[config.mk]
export PLATFORM = sky130hd
export DESIGN_NAME = lz77_match_encoder
export DESIGN_NICKNAME = d
export VERILOG_FILES = /design/src/lzme_pkg.sv /design/src/lzme_matcher.sv /design/src/lzme_out_reg.sv /design/src/lz77_match_encoder.sv
export SDC_FILE = /design/constraint.sdc
export NUM_CORES = 1
export LEC_CHECK = 0
export ABC_AREA = 1
export CAP_MARGIN = 20
export CORE_ASPECT_RATIO = 1.2
export CORE_MARGIN = 3
export CORE_UTILIZATION = 35
export DETAILED_ROUTE_END_ITERATION = 16
export DONT_BUFFER_PORTS = 1
export GPL_ROUTABILITY_DRIVEN = 0
export PLACE_DENSITY = 0.63
export SLEW_MARGIN = 40
export SYNTH_ARGS = -nofsm -noshare
export SYNTH_HDL_FRONTEND = slang
export SYNTH_SLANG_ARGS = --single-unit
[constraint.sdc]
create_clock -name clock -period 8.35 [get_ports clock]
set_clock_uncertainty 0.1 [all_clocks]
set_input_delay 1.67 -clock clock [delete_from_list [all_inputs] [get_ports clock]]
set_output_delay 1.67 -clock clock [all_outputs]
set_load 0.02 [all_outputs]
[src/lzme_pkg.sv]
package lzme_pkg;

   localparam int WindowBytes   = 32;
   localparam int ByteWidth     = 8;
   localparam int OffsetWidth   = $clog2(WindowBytes);
   localparam int LengthWidth   = $clog2(WindowBytes + 1);
   localparam int CntWidth      = $clog2(WindowBytes + 1);
   localparam int ReqDataWidth  = 8;
   localparam int RspDataWidth  = 24;

   typedef enum logic {
      KIND_RAW   = 1'b0,
      KIND_TOKEN = 1'b1
   } kind_type;

   typedef struct packed {
      logic [ByteWidth-1:0] data_byte;
      logic                 end_of_input;
   } in_word_type;

   typedef struct packed {
      kind_type               item_kind;
      logic [OffsetWidth-1:0] match_offset;
      logic [LengthWidth-1:0] match_length;
      logic [ByteWidth-1:0]   literal_byte;
      logic                   end_of_output;
   } token_type;

   function automatic logic [OffsetWidth-1:0] first_set(input logic [WindowBytes-1:0] vec);
      logic [OffsetWidth-1:0] idx;
      idx = '0;
      for (int i = WindowBytes - 1; i >= 0; i--) begin
         if (vec[i]) begin
            idx = OffsetWidth'(i);
         end
      end
      return idx;
   endfunction

endpackage

[src/lzme_matcher.sv]
module lzme_matcher (
   input  logic                  clock,
   input  logic                  reset,
   input  logic                  step,
   input  lzme_pkg::in_word_type word,
   output logic                  rslt_vld,
   output lzme_pkg::token_type   rslt
);

   logic [lzme_pkg::ByteWidth-1:0]   hist_ff [lzme_pkg::WindowBytes];
   logic [lzme_pkg::ByteWidth-1:0]   hist_in [lzme_pkg::WindowBytes];
   logic [lzme_pkg::ByteWidth-1:0]   cmp_ff  [lzme_pkg::WindowBytes];
   logic [lzme_pkg::ByteWidth-1:0]   cmp_in  [lzme_pkg::WindowBytes];
   logic [lzme_pkg::WindowBytes-1:0] cmpv_ff, cmpv_in;
   logic [lzme_pkg::WindowBytes-1:0] alive_ff, alive_in;
   logic [lzme_pkg::WindowBytes-1:0] hit;
   logic [lzme_pkg::CntWidth-1:0]    fill_ff, fill_in;
   logic [lzme_pkg::LengthWidth-1:0] matched_ff, matched_in;
   logic                             filling;
   logic                             any_hit;

   // history line: the most recent bytes of the stream, oldest at index 0
   always_comb begin
      for (int j = 0; j < lzme_pkg::WindowBytes - 1; j++) begin
         hist_in[j] = hist_ff[j+1];
      end
      hist_in[lzme_pkg::WindowBytes-1] = word.data_byte;
   end

   // compare line holds the frozen window advanced by the bytes matched so far
   always_comb begin
      for (int i = 0; i < lzme_pkg::WindowBytes; i++) begin
         hit[i] = alive_ff[i] & cmpv_ff[i] & (cmp_ff[i] == word.data_byte);
      end
   end

   assign any_hit = |hit;
   assign filling = fill_ff < lzme_pkg::CntWidth'(lzme_pkg::WindowBytes);

   always_comb begin
      cmp_in     = cmp_ff;
      cmpv_in    = cmpv_ff;
      alive_in   = alive_ff;
      fill_in    = fill_ff;
      matched_in = matched_ff;
      rslt_vld   = 1'b0;
      rslt.item_kind     = lzme_pkg::KIND_TOKEN;
      rslt.match_offset  = '0;
      rslt.match_length  = matched_ff;
      rslt.literal_byte  = word.data_byte;
      rslt.end_of_output = word.end_of_input;
      priority if (filling) begin
         rslt_vld           = 1'b1;
         rslt.item_kind     = lzme_pkg::KIND_RAW;
         rslt.match_length  = '0;
         if (word.end_of_input) begin
            fill_in  = '0;
            alive_in = '0;
         end else begin
            fill_in = fill_ff + 1'b1;
            if (fill_ff == lzme_pkg::CntWidth'(lzme_pkg::WindowBytes - 1)) begin
               cmp_in   = hist_in;
               cmpv_in  = '1;
               alive_in = '1;
            end
         end
      end else if (any_hit) begin
         matched_in = matched_ff + 1'b1;
         alive_in   = hit;
         for (int i = 0; i < lzme_pkg::WindowBytes - 1; i++) begin
            cmp_in[i] = cmp_ff[i+1];
         end
         cmp_in[lzme_pkg::WindowBytes-1] = word.data_byte;
         cmpv_in = {1'b0, cmpv_ff[lzme_pkg::WindowBytes-1:1]};
         if (word.end_of_input) begin
            // give up the last matched byte as the literal
            rslt_vld           = 1'b1;
            rslt.match_offset  = lzme_pkg::first_set(hit);
            rslt.match_length  = matched_ff;
            rslt.end_of_output = 1'b1;
            fill_in            = '0;
            matched_in         = '0;
            alive_in           = '0;
         end
      end else begin
         rslt_vld = 1'b1;
         if (matched_ff != '0) begin
            rslt.match_offset = lzme_pkg::first_set(alive_ff);
         end
         matched_in = '0;
         if (word.end_of_input) begin
            fill_in  = '0;
            alive_in = '0;
         end else begin
            cmp_in   = hist_in;
            cmpv_in  = '1;
            alive_in = '1;
         end
      end
   end

   always_ff @(posedge clock) begin
      if (reset) begin
         fill_ff    <= '0;
         matched_ff <= '0;
         alive_ff   <= '0;
         cmpv_ff    <= '0;
      end else if (step) begin
         fill_ff    <= fill_in;
         matched_ff <= matched_in;
         alive_ff   <= alive_in;
         cmpv_ff    <= cmpv_in;
      end
   end

   always_ff @(posedge clock) begin
      if (step) begin
         hist_ff <= hist_in;
         cmp_ff  <= cmp_in;
      end
   end

endmodule

[src/lzme_out_reg.sv]
module lzme_out_reg (
   input  logic                clock,
   input  logic                reset,
   input  logic                load,
   input  lzme_pkg::token_type load_data,
   input  logic                take,
   output logic                out_vld,
   output lzme_pkg::token_type out_data
);

   logic                vld_ff, vld_in;
   lzme_pkg::token_type data_ff;

   always_comb begin
      priority if (load) begin
         vld_in = 1'b1;
      end else if (take) begin
         vld_in = 1'b0;
      end else begin
         vld_in = vld_ff;
      end
   end

   always_ff @(posedge clock) begin
      if (reset) begin
         vld_ff <= 1'b0;
      end else begin
         vld_ff <= vld_in;
      end
   end

   always_ff @(posedge clock) begin
      if (load) begin
         data_ff <= load_data;
      end
   end

   assign out_vld  = vld_ff;
   assign out_data = data_ff;

endmodule

[src/lz77_match_encoder.sv]
// LZ77 match encoder over a 32-byte window, one byte per word on the request
// side. The first 32 bytes of a stream come out raw (tuser 0); after that the
// window is frozen while every window position is compared with the arriving
// bytes in parallel, and a token (tuser 1: offset, length, literal) comes out
// when no candidate survives or the stream ends. A word with tlast closes the
// stream and the next word starts a fresh one. One byte is taken every cycle
// as long as the response side keeps up; a result reaches the response side
// through the input register and then the result register (the byte sits in
// the input register while the per-position byte comparators feed the result
// register). Bytes that only extend a match give no word.
module lz77_match_encoder (
   input  logic                               clock,
   input  logic                               reset,
   input  logic                               req_tvalid,
   output logic                               req_tready,
   input  logic [lzme_pkg::ReqDataWidth-1:0]  req_tdata,  // [7:0] data_byte
   input  logic                               req_tlast,  // end_of_input
   output logic                               rsp_tvalid,
   input  logic                               rsp_tready,
   // [4:0] match_offset, [10:5] match_length, [18:11] literal_byte, rest zero
   output logic [lzme_pkg::RspDataWidth-1:0]  rsp_tdata,
   output logic                               rsp_tuser,  // item_kind
   output logic                               rsp_tlast   // end_of_output
);

   lzme_pkg::in_word_type in_ff;
   logic                  in_vld_ff, in_vld_in;
   logic                  fire;
   logic                  rslt_vld;
   lzme_pkg::token_type   rslt;
   lzme_pkg::token_type   out_data;

   assign fire       = in_vld_ff & (~rsp_tvalid | rsp_tready);
   assign req_tready = ~in_vld_ff | fire;

   always_comb begin
      priority if (req_tvalid && req_tready) begin
         in_vld_in = 1'b1;
      end else if (fire) begin
         in_vld_in = 1'b0;
      end else begin
         in_vld_in = in_vld_ff;
      end
   end

   always_ff @(posedge clock) begin
      if (reset) begin
         in_vld_ff <= 1'b0;
      end else begin
         in_vld_ff <= in_vld_in;
      end
   end

   always_ff @(posedge clock) begin
      if (req_tvalid && req_tready) begin
         in_ff.data_byte    <= req_tdata[lzme_pkg::ByteWidth-1:0];
         in_ff.end_of_input <= req_tlast;
      end
   end

   lzme_matcher u_matcher (
      .clock    (clock),
      .reset    (reset),
      .step     (fire),
      .word     (in_ff),
      .rslt_vld (rslt_vld),
      .rslt     (rslt)
   );

   lzme_out_reg u_out_reg (
      .clock     (clock),
      .reset     (reset),
      .load      (fire & rslt_vld),
      .load_data (rslt),
      .take      (rsp_tready),
      .out_vld   (rsp_tvalid),
      .out_data  (out_data)
   );

   assign rsp_tdata = lzme_pkg::RspDataWidth'({out_data.literal_byte,
                                               out_data.match_length,
                                               out_data.match_offset});
   assign rsp_tuser = out_data.item_kind;
   assign rsp_tlast = out_data.end_of_output;

`ifndef ASSERT_OFF
   a_raw_fields_zero: assert property (@(posedge clock) disable iff (reset)
      (rsp_tvalid && rsp_tuser == lzme_pkg::KIND_RAW) |->
         (rsp_tdata[10:0] == 11'd0))
      else $error("raw word carries nonzero offset or length");

   a_match_in_window: assert property (@(posedge clock) disable iff (reset)
      (rsp_tvalid && rsp_tuser == lzme_pkg::KIND_TOKEN) |->
         ((7'(rsp_tdata[4:0]) + 7'(rsp_tdata[10:5])) <= 7'(lzme_pkg::WindowBytes)))
      else $error("token match runs past the window end");

   a_accept_loads_stage: assert property (@(posedge clock) disable iff (reset)
      (req_tvalid && req_tready) |=> in_vld_ff)
      else $error("accepted byte lost before the input register");
`endif

endmodule

# After elaboration in Yosys (flattened, before gate mapping)
# Cells that the tools add are included.
[totals]
input_bits = 13
elab_cells = 295
reg_bits = 612
[op_classes]
n_reduce_logical = 10
magnitude_cmp = 1
n_eq_ne = 37
add_sub_neg = 2
n_bitwise = 71
n_mux = 98
[ops]
columns = ["cell", "count"]
rows = [
  ["256-bit 2-to-1 mux", 5],
  ["5-bit 2-to-1 mux", 66],
  ["32-bit 2-to-1 mux", 10],
  ["8-bit equality test", 32],
  ["1-bit AND", 66],
  ["6-bit 2-to-1 mux", 6],
  ["32-bit OR reduction", 1],
  ["6-bit by 1-bit adder with 6-bit output (second input constant)", 2],
  ["11-bit 2-to-1 mux", 1],
  ["1-bit 2-to-1 mux", 10],
  ["6-bit by 5-bit equality test with 1-bit output (second input constant)", 1],
  ["6-bit less-than comparator (second input constant)", 1],
  ["2-bit AND reduction", 3],
  ["2-bit nonzero test", 3],
  ["6-bit nonzero test", 1],
  ["2-bit != test (second input constant)", 2],
  ["4-bit AND reduction", 1],
  ["3-bit != test (second input constant)", 1],
  ["1-bit NOT", 3],
  ["2-bit by 1-bit != test with 1-bit output (second input constant)", 1],
  ["1-bit OR", 2],
  ["1-bit logical AND", 1],
]

# Logic depth before layout (Yosys ltp)
# Gate-level depths: netlist (run 1).
[depth]
ltp_word = 36
mapped_depth = 39
mapped_depth_nobuf = 39

# Cells and area by module
# A second synthesis (run 1) with hierarchy kept.
[unflattened]
hier_cells = 2624
area_unflattened_um2 = 27081.0
[modules_own_cells]
columns = ["mod", "area_each_um2", "seq_area_each_um2", "n_inst", "cells_per_inst"]
rows = [
  ["lzme_matcher", 26026.2, 16656.0, 1, 2571],
  ["lzme_out_reg", 670.6, 650.6, 1, 26],
  ["lz77_match_encoder", 384.1, 290.3, 1, 27],
]

# Least setup slack after synthesis (run 1)
# OpenSTA, ideal clock, no wires.
[synth_path]
path_kind = "input port to flip-flop"
from = "input port rsp_tready"
to = "register u_matcher.cmpv_ff[10] (netlist name)"
setup_slack_ns = -0.487
arrival_ns = 8.594
cell_stages = 8
setup_ns = 0.143
path_cell_list = "inv_1 -> nand2_1 -> nand2_1 -> inv_1 -> nand2_1 -> nor2_2 -> buf_6 -> a221oi_1"
[synth_via]
elab_chain_len = 3
[synth_rtl]
columns = ["item", "line", "source"]
rows = [
  ["start: declaration", "lz77_match_encoder.sv:19", "input logic rsp_tready,"],
  ["1-bit OR", "lz77_match_encoder.sv:33", "assign fire = in_vld_ff & (~rsp_tvalid | rsp_tready);"],
  ["1-bit AND", "lz77_match_encoder.sv:33", ""],
  ["via fire", "lz77_match_encoder.sv:28", "logic fire;"],
  ["4-bit AND reduction (no source line)", "-", ""],
  ["end signal: assignment", "lzme_matcher.sv:112", "cmpv_ff <= cmpv_in;"],
  ["end: declaration", "lzme_matcher.sv:14", "logic [lzme_pkg::WindowBytes-1:0] cmpv_ff, cmpv_in;"],
]
# The timed path passes the listed nets, and every way through them passes these cells.
# A chain may end at the register's enable or synchronous reset.

# Worst setup path in the final report (run 1)
[layout_path]
from = "register in_ff[2] (netlist name)"
to = "register u_matcher.cmp_ff[62] (netlist name) (enable)"
[layout_via]
elab_chain_len = 5
[layout_rtl]
columns = ["item", "line", "source"]
rows = [
  ["start: declaration", "lz77_match_encoder.sv:26", "lzme_pkg::in_word_type in_ff;"],
  ["8-bit equality test", "lzme_matcher.sv:33", "hit[i] = alive_ff[i] & cmpv_ff[i] & (cmp_ff[i] == word.data_byte);"],
  ["1-bit AND", "lzme_matcher.sv:33", ""],
  ["32-bit OR reduction *", "lzme_matcher.sv:37", "assign any_hit = |hit;"],
  ["2-bit by 1-bit != test with 1-bit output (no source line) *", "-", ""],
  ["4-bit AND reduction (no source line) *", "-", ""],
  ["end signal: assignment", "lzme_matcher.sv:119", "cmp_ff <= cmp_in;"],
  ["end: declaration", "lzme_matcher.sv:12", "logic [lzme_pkg::ByteWidth-1:0] cmp_ff [lzme_pkg::WindowBytes];"],
]
# Every way passes the cells marked *; elsewhere a longest branch is shown, timed or not.

==> impl_metrics.py, run 1 <==
metrics = {
    "synthesis": {
        "yosys.area_share.simple_pct": 10.2,
        "syn_area_per_cell_um2": 12.1,
        "synth_xor_area_share_pct": 3.76,
        "synth_edf_count": 534,
        "yosys_warnings": 0,
        "ys_types": 49,
        "synthFlopType": "edfxtp_1",
        "ys_seq_area_share_pct": 66.3,
        "synth.cell_area_um2": 26600,
        "async_flop_share_pct": 0,
        "synth_adder_area_share_pct": 0.141,
        "synth_top_family_by_area": "simple AND/OR/NAND/NOR gates",
        "ys_ff_latch": 612,
        "synth_compound_area_share_pct": 7.83,
        "synth.area.mux_share_pct": 5.72,
        "synthCells": 2199,
    },
    "job": {
        "max_cap_violations": 0,
    },
    "setup_path": {
        "cp-end-kind": "register",
        "crit_path_cell_trace": "inv_2 -> nand2_1 -> nand2_1 -> nor2_1 -> o211ai_1 -> nor4_1 -> nor2_1 -> nand3_1 -> nor2_2 -> nand2_4 -> inv_2 -> nand2_1 -> nand2_1 -> buf_4 -> inv_12 -> buf_16 -> buf_4",
        "cpMostUsedCell": "nand2_1",
        "path_class": "register to register",
        "startpoint_type": "register",
        "worstPathMaxFanout": 78,
        "cpPeakStageDelay_ns": 0.89,
        "cp_data_required_time_ns": 8.53,
        "cpMaxStageDelayCell": "edfxtp_1",
        "crit_arrival_ns": 5.58,
    },
    "hold_path": {
        "min_path_type": "register to register",
    },
    "grt": {
        "grt_remaining_overflow": 0,
        "grt_max_degree": 149,
        "antenna_found_initial": 3,
        "grt_first_pass_wirelength_mm": 98.5,
        "grtUsageTotal_pct": 15.8,
        "grt_pass1_vias": 16958,
    },
    "layout": {
        "drive_above_1_share_pct": 7.21,
        "final_nets": 2196,
        "multi_input_area_um2": 7400,
        "fillCellCount": 7116,
        "areaGrowthSynthToFinish_pct": 11.0,
        "final_area_um2": 29500,
        "regArea_um2": 17600,
        "final_cells": 3242,
    },
    "floorplan": {
        "dieArea_um2": 79200,
        "io_pins": 41,
        "die_x_um": 257,
        "core_um2": 75100,
        "rows": 110,
        "dieHeight_um": 308,
        "initial_utilization_pct": 35.3,
    },
    "timing": {
        "finalSetupTns_ns": 0,
        "fin_crit_ns": 5.40,
        "grt_setup_unrepaired": "false",
        "hold_viol": 0,
        "setup_viol": 0,
        "tightestPinTransition_ns": 0.832,
        "maxSlewViolCount": 0,
        "period_share_pct": 64.7,
        "relSlewSlack_pct": 44.5,
        "max_freq_ghz": 0.185,
    },
    "placed_design": {
        "port_buffers": 0,
        "dp.cells": 3123,
        "hpwlAfterDp_mm": 40.9,
        "placed_area_um2": 27400,
    },
    "clock_tree": {
        "tritoncts": "yes",
        "clkSlewWorstSetupHoldPaths_ns": 0.06,
        "cts-root-buf": "clkbuf_16",
        "cts.sinks": 612,
        "htree_levels": 2,
        "cts_buffers": 61,
        "clk_latency_ns": 0.66,
        "clockBufferDepth": 3,
        "cts_resized": 0,
        "post-cts-setup-buffers": 0,
        "cts_hold_buf": 0,
    },
    "outcome": {
        "status": "finished, final reports clean",
    },
    "routing": {
        "wire_per_inst_um": 19.8,
        "ant_nets": 0,
        "drtPass1Iterations": 5,
        "vias_per_cell": 5.15,
        "drtIter0Drc": 1576,
        "vias": 16681,
        "drcViolationCount": 0,
        "detail_route.wirelength_mm": 64.1,
    },
    "pwr": {
        "p_leak_nw": 10.7,
        "p_total_mw": 6.43,
        "p_per_area_nw_per_um2": 218,
        "vdd_drop_max_mv": 0.194,
    },
}
logic make-up after synthesis:
| group | after synthesis |
|---|---|
| other cells | 1 |
| mux | 135 |
| compound gates | 346 |
| xor+xnor | 114 |
| fa+ha+maj | 3 |
| simple gates | 642 |
| buf+inv | 346 |
| flops | 612 |
cells in the mapped netlist, types with 4 or more instances:
master     count  area (um^2)
nand4_1       23          144
nor4b_1        4         35.0
o2111ai_1      9         78.8
inv_1        225          845
nor4_2         4         50.1
nor2_1       113          424
edfxtp_1     534        16000
buf_6         23          259
buf_2         31          155
clkbuf_1      28          105
dfxtp_1       78         1560
xnor2_1       36          315
o21ai_1       22          110
nand2_1      402         1510
nor3_1        15         75.1
mux2_1       113         1270
inv_2          8         30.0
a211oi_1       8         60.1
buf_4         28          210
a221oi_1      41          359
o21ai_0      128          641
o22ai_1       30          188
a21oi_1       74          370
nor4_1        25          156
o211ai_1      11         82.6
o311ai_0       9         78.8
mux2_2        22          248
xor2_1        78          683
nand3_1       42          210
state kept, by name (all words and copies together) (netlist names), 6 cells and up:
name                  flops
in_ff                     9
u_matcher.alive_ff       32
u_matcher.cmp_ff        256
u_matcher.cmpv_ff        32
u_matcher.fill_ff         6
u_matcher.hist_ff       248
u_matcher.matched_ff      6
u_out_reg.out_data       21
metrics by stage:
stage                     hold slack (ns)  utilization, %  worst slack (ns)
final                               0.343            39.2              2.95
after global routing                0.348            39.2              2.55
after CTS                           0.341            39.1              3.01
after detailed placement            0.332            36.5              3.05
after global placement              0.326            36.4              2.84
after floorplan                     0.320               -             0.534
cell usage in the layout, fill, tap and decap left out, types with 11 or more instances in the layout:
cell and n:
nand3_1 42, o21ai_1 21, a221oi_1 41, xor2_1 78
inv_1 223, nor4_1 24, clkbuf_16 61, edfxtp_1 534
clkbuf_1 25, buf_4 18, dfxtp_1 77, nor2_1 112
nand4_1 23, nand2_1 402, nor3_1 15, mux2_2 22
a21oi_1 73, mux2_1 113, o21ai_0 128, o211ai_1 11
xnor2_1 36, o22ai_1 30
report_power, final:
group          leakage [nW]  internal (mW)  switching [mW]
sequential             5.54           3.40          0.0518
combinational          4.17         0.0775           0.165
clock                 0.967           1.57            1.17
total                  10.7           5.04            1.39
area by class of cell:
| cell class | instances | share of cell area [%] |
|---|---|---|
| Antenna cell | 1 | 0.00849 |
| Clock buffer | 92 | 5.78 |
| Clock inverter | 24 | 0.963 |
| Inverter | 233 | 3.02 |
| Multi-Input combinational cell | 1245 | 25.1 |
| Sequential cell | 612 | 59.7 |
| Tap cell | 1008 | 4.28 |
| Timing Repair Buffer | 27 | 1.17 |
critical path, delay by kind of cell (launching register included):
kind                   cells  cell delay (ns)
buffers and inverters      6             2.10
and+or+nand+nor           10             1.64
DFF                        1             0.89
AOI/OAI and AO/OA          1             0.09
layer usage:
metal	vias up	share of wire, %	global-route usage, %
met2	569	49	27.1
li1	7691	-	-
met4	4	3.3	5.68
met3	137	5.6	2.39
met1	8280	42	20.2
met5	-	0.044	0.242
final timing paths:
path	startpoint	slack, ns	depth (start not counted)	endpoint
max	in_ff[2]	2.95	17	u_matcher.cmp_ff[62]
min	u_matcher.hist_ff[103]	0.34	0	u_matcher.hist_ff[111]
max reg2reg	in_ff[2]	2.95	17	u_matcher.cmp_ff[62]
min reg2reg	u_matcher.hist_ff[103]	0.34	0	u_matcher.hist_ff[111]
No activity file was read; power rests on OpenSTA's default activity.
==> run 2: changes to the inputs <==
Clock period 8.35 ns to 4.3 ns, I/O delays scaled along.
==> impl_metrics.py, run 2 (synthesis gave the netlist of run 1 again) <==
metrics = {
    "outcome": {
        "status": "finished, final reports clean",
    },
    "placed_design": {
        "dp.cells": 3161,
        "placed_area_um2": 28100,
        "dp_worst_setup_slack_ns": 0.339,
        "hpwlAfterDp_mm": 39.8,
        "port_buffers": 0,
    },
    "setup_path": {
        "crit-reg2reg-launch": "in_ff[3]",
        "crit_start": "in_ff[3]",
        "crit_arrival_ns": 4.27,
        "cp-end-kind": "register",
        "startpoint_type": "register",
        "path_class": "register to register",
        "worstPathMaxFanout": 35,
        "cp_data_required_time_ns": 4.48,
    },
    "timing": {
        "finalSetupTns_ns": 0,
        "hold_viol": 0,
        "grt_setup_unrepaired": "false",
        "max_freq_ghz": 0.245,
        "setup_viol": 0,
        "tightestPinTransition_ns": 0.861,
        "layout_setup_ws_ns": 0.217,
        "relSlewSlack_pct": 42.4,
        "fin_crit_ns": 4.08,
        "period_share_pct": 95.0,
        "maxSlewViolCount": 0,
    },
    "layout": {
        "largestRegisters": "u_matcher.cmp_ff (256), u_matcher.hist_ff (248)",
        "final_cells": 3278,
        "antenna_cells": 0,
        "layout_commonest_cell": "edfxtp_1",
        "largest_reg_flops": 256,
        "fillCellCount": 7015,
        "top_register": "u_matcher.cmp_ff",
        "final_cell_mix": "534 x edfxtp_1, 399 x nand2_1, 222 x inv_1, 113 x nor2_1, 113 x mux2_1",
        "drive_above_1_share_pct": 10.0,
        "final_area_um2": 30200,
        "final_nets": 2238,
        "areaGrowthSynthToFinish_pct": 13.5,
        "post-route-util_pct": 40.1,
        "multi_input_area_um2": 7590,
        "regArea_um2": 17600,
    },
    "clock_tree": {
        "tritoncts": "yes",
        "cts.sinks": 612,
        "clk_latency_ns": 0.61,
        "clockBufferDepth": 3,
        "htree_levels": 3,
        "cts_hold_buf": 0,
        "post-cts-setup-buffers": 0,
        "cts-root-buf": "clkbuf_16",
        "cts_buffers": 66,
        "clkSlewWorstSetupHoldPaths_ns": 0.06,
    },
    "pwr": {
        "sw_frac_of_total_pct": 21.1,
        "p_leak_nw": 10.9,
        "switchingPower_mw": 2.66,
        "p_per_area_nw_per_um2": 419,
        "vdd_drop_max_mv": 0.301,
        "seqPwrFrac_pct": 53.0,
        "intPower_mw": 9.97,
        "power_frac_clock_pct": 43.0,
        "comb_power_share_pct": 4.0,
    },
    "grt": {
        "grt_first_pass_wirelength_mm": 96.7,
        "antenna_found_initial": 1,
        "grt_pass1_vias": 16729,
        "grtUsageTotal_pct": 15.5,
        "grt_max_degree": 142,
        "grt_remaining_overflow": 0,
    },
    "hold_path": {
        "min_path_type": "primary input to register",
        "holdCritStartpoint": "reset",
    },
    "routing": {
        "ant_nets": 0,
        "vias_per_cell": 5.06,
        "drcViolationCount": 0,
        "drtIter0Drc": 1398,
        "vias": 16580,
        "drtPass1Iterations": 5,
        "wire_per_inst_um": 19.0,
        "detail_route.wirelength_mm": 62.1,
    },
    "job": {
        "max_cap_violations": 0,
    },
    "floorplan": {
        "dieHeight_um": 308,
        "core_um2": 75100,
        "initial_utilization_pct": 35.3,
        "io_pins": 41,
        "rows": 110,
        "dieArea_um2": 79200,
        "die_x_um": 257,
    },
}
run 2: layout make-up:
class                   instances  share of cell area [%]
repair buffers                 64                    2.47
inverters                     233                    2.98
well taps                    1008                    4.18
clock buffers                  94                    6.21
flip-flops and latches        612                    58.4
clock inverters                22                   0.614
multi-input cells            1245                    25.2
run 2: per-stage QoR:
stage	hold WS (ns)	power [mW]
final	0.238	12.6
after global routing	0.228	13.0
after CTS	0.195	12.7
after detailed placement	0.331	7.32
after global placement	0.323	7.30
after floorplan	0.320	7.15
run 2: worst paths after layout:
kind / endpoint / slack, ns / cells after the start
setup reg to reg: u_matcher.cmp_ff[11] / 0.22 / 17
setup / recovery: u_matcher.cmp_ff[11] / 0.22 / 17
hold reg to reg: u_matcher.hist_ff[103] / 0.34 / 0
hold / removal: in_vld_ff / 0.24 / 1
run 2: power groups by stage:
stage | Sequential, mW | Clock [mW] | Combinational [mW]
2_1_floorplan | 6.79 | 0 | 0.360
3_3_place_gp | 6.82 | 0 | 0.488
3_5_place_dp | 6.82 | 0 | 0.499
4_1_cts | 6.70 | 5.55 | 0.501
5_1_grt | 6.71 | 5.78 | 0.555
6_report | 6.69 | 5.44 | 0.502
run 2: worst max-delay path, stage by stage, from the launching register on:
cell and delay (ns):
edfxtp_1 0.37, buf_12 0.23, clkinv_2 0.36, nand2_1 0.15, nand4_1 0.10, nor4_1 0.51, nand3_1 0.26, inv_1 0.15
nor2_1 0.07, nand2_1 0.13, nor3_2 0.08, nand2_4 0.20, inv_2 0.16, nand2_1 0.10, nand2_2 0.07, clkinvlp_4 0.11
buf_12 0.21, buf_4 0.30
run 2: timing repair:
| action | CTS | global route |
|---|---|---|
| gates resized for setup | 0 | 2 |
| setup endpoints to repair | 0 | 171 |
| endpoints found under the hold margin | 0 | 0 |
run 2: per-layer routing:
metal | share of wire [%] | vias to the layer above | global-route usage, %
li1 | - | 7792 | -
met1 | 42 | 8252 | 19.8
met2 | 51 | 441 | 27.1
met3 | 4.6 | 95 | 2.17
met4 | 2.4 | 0 | 5.23
met5 | 0 | - | 0
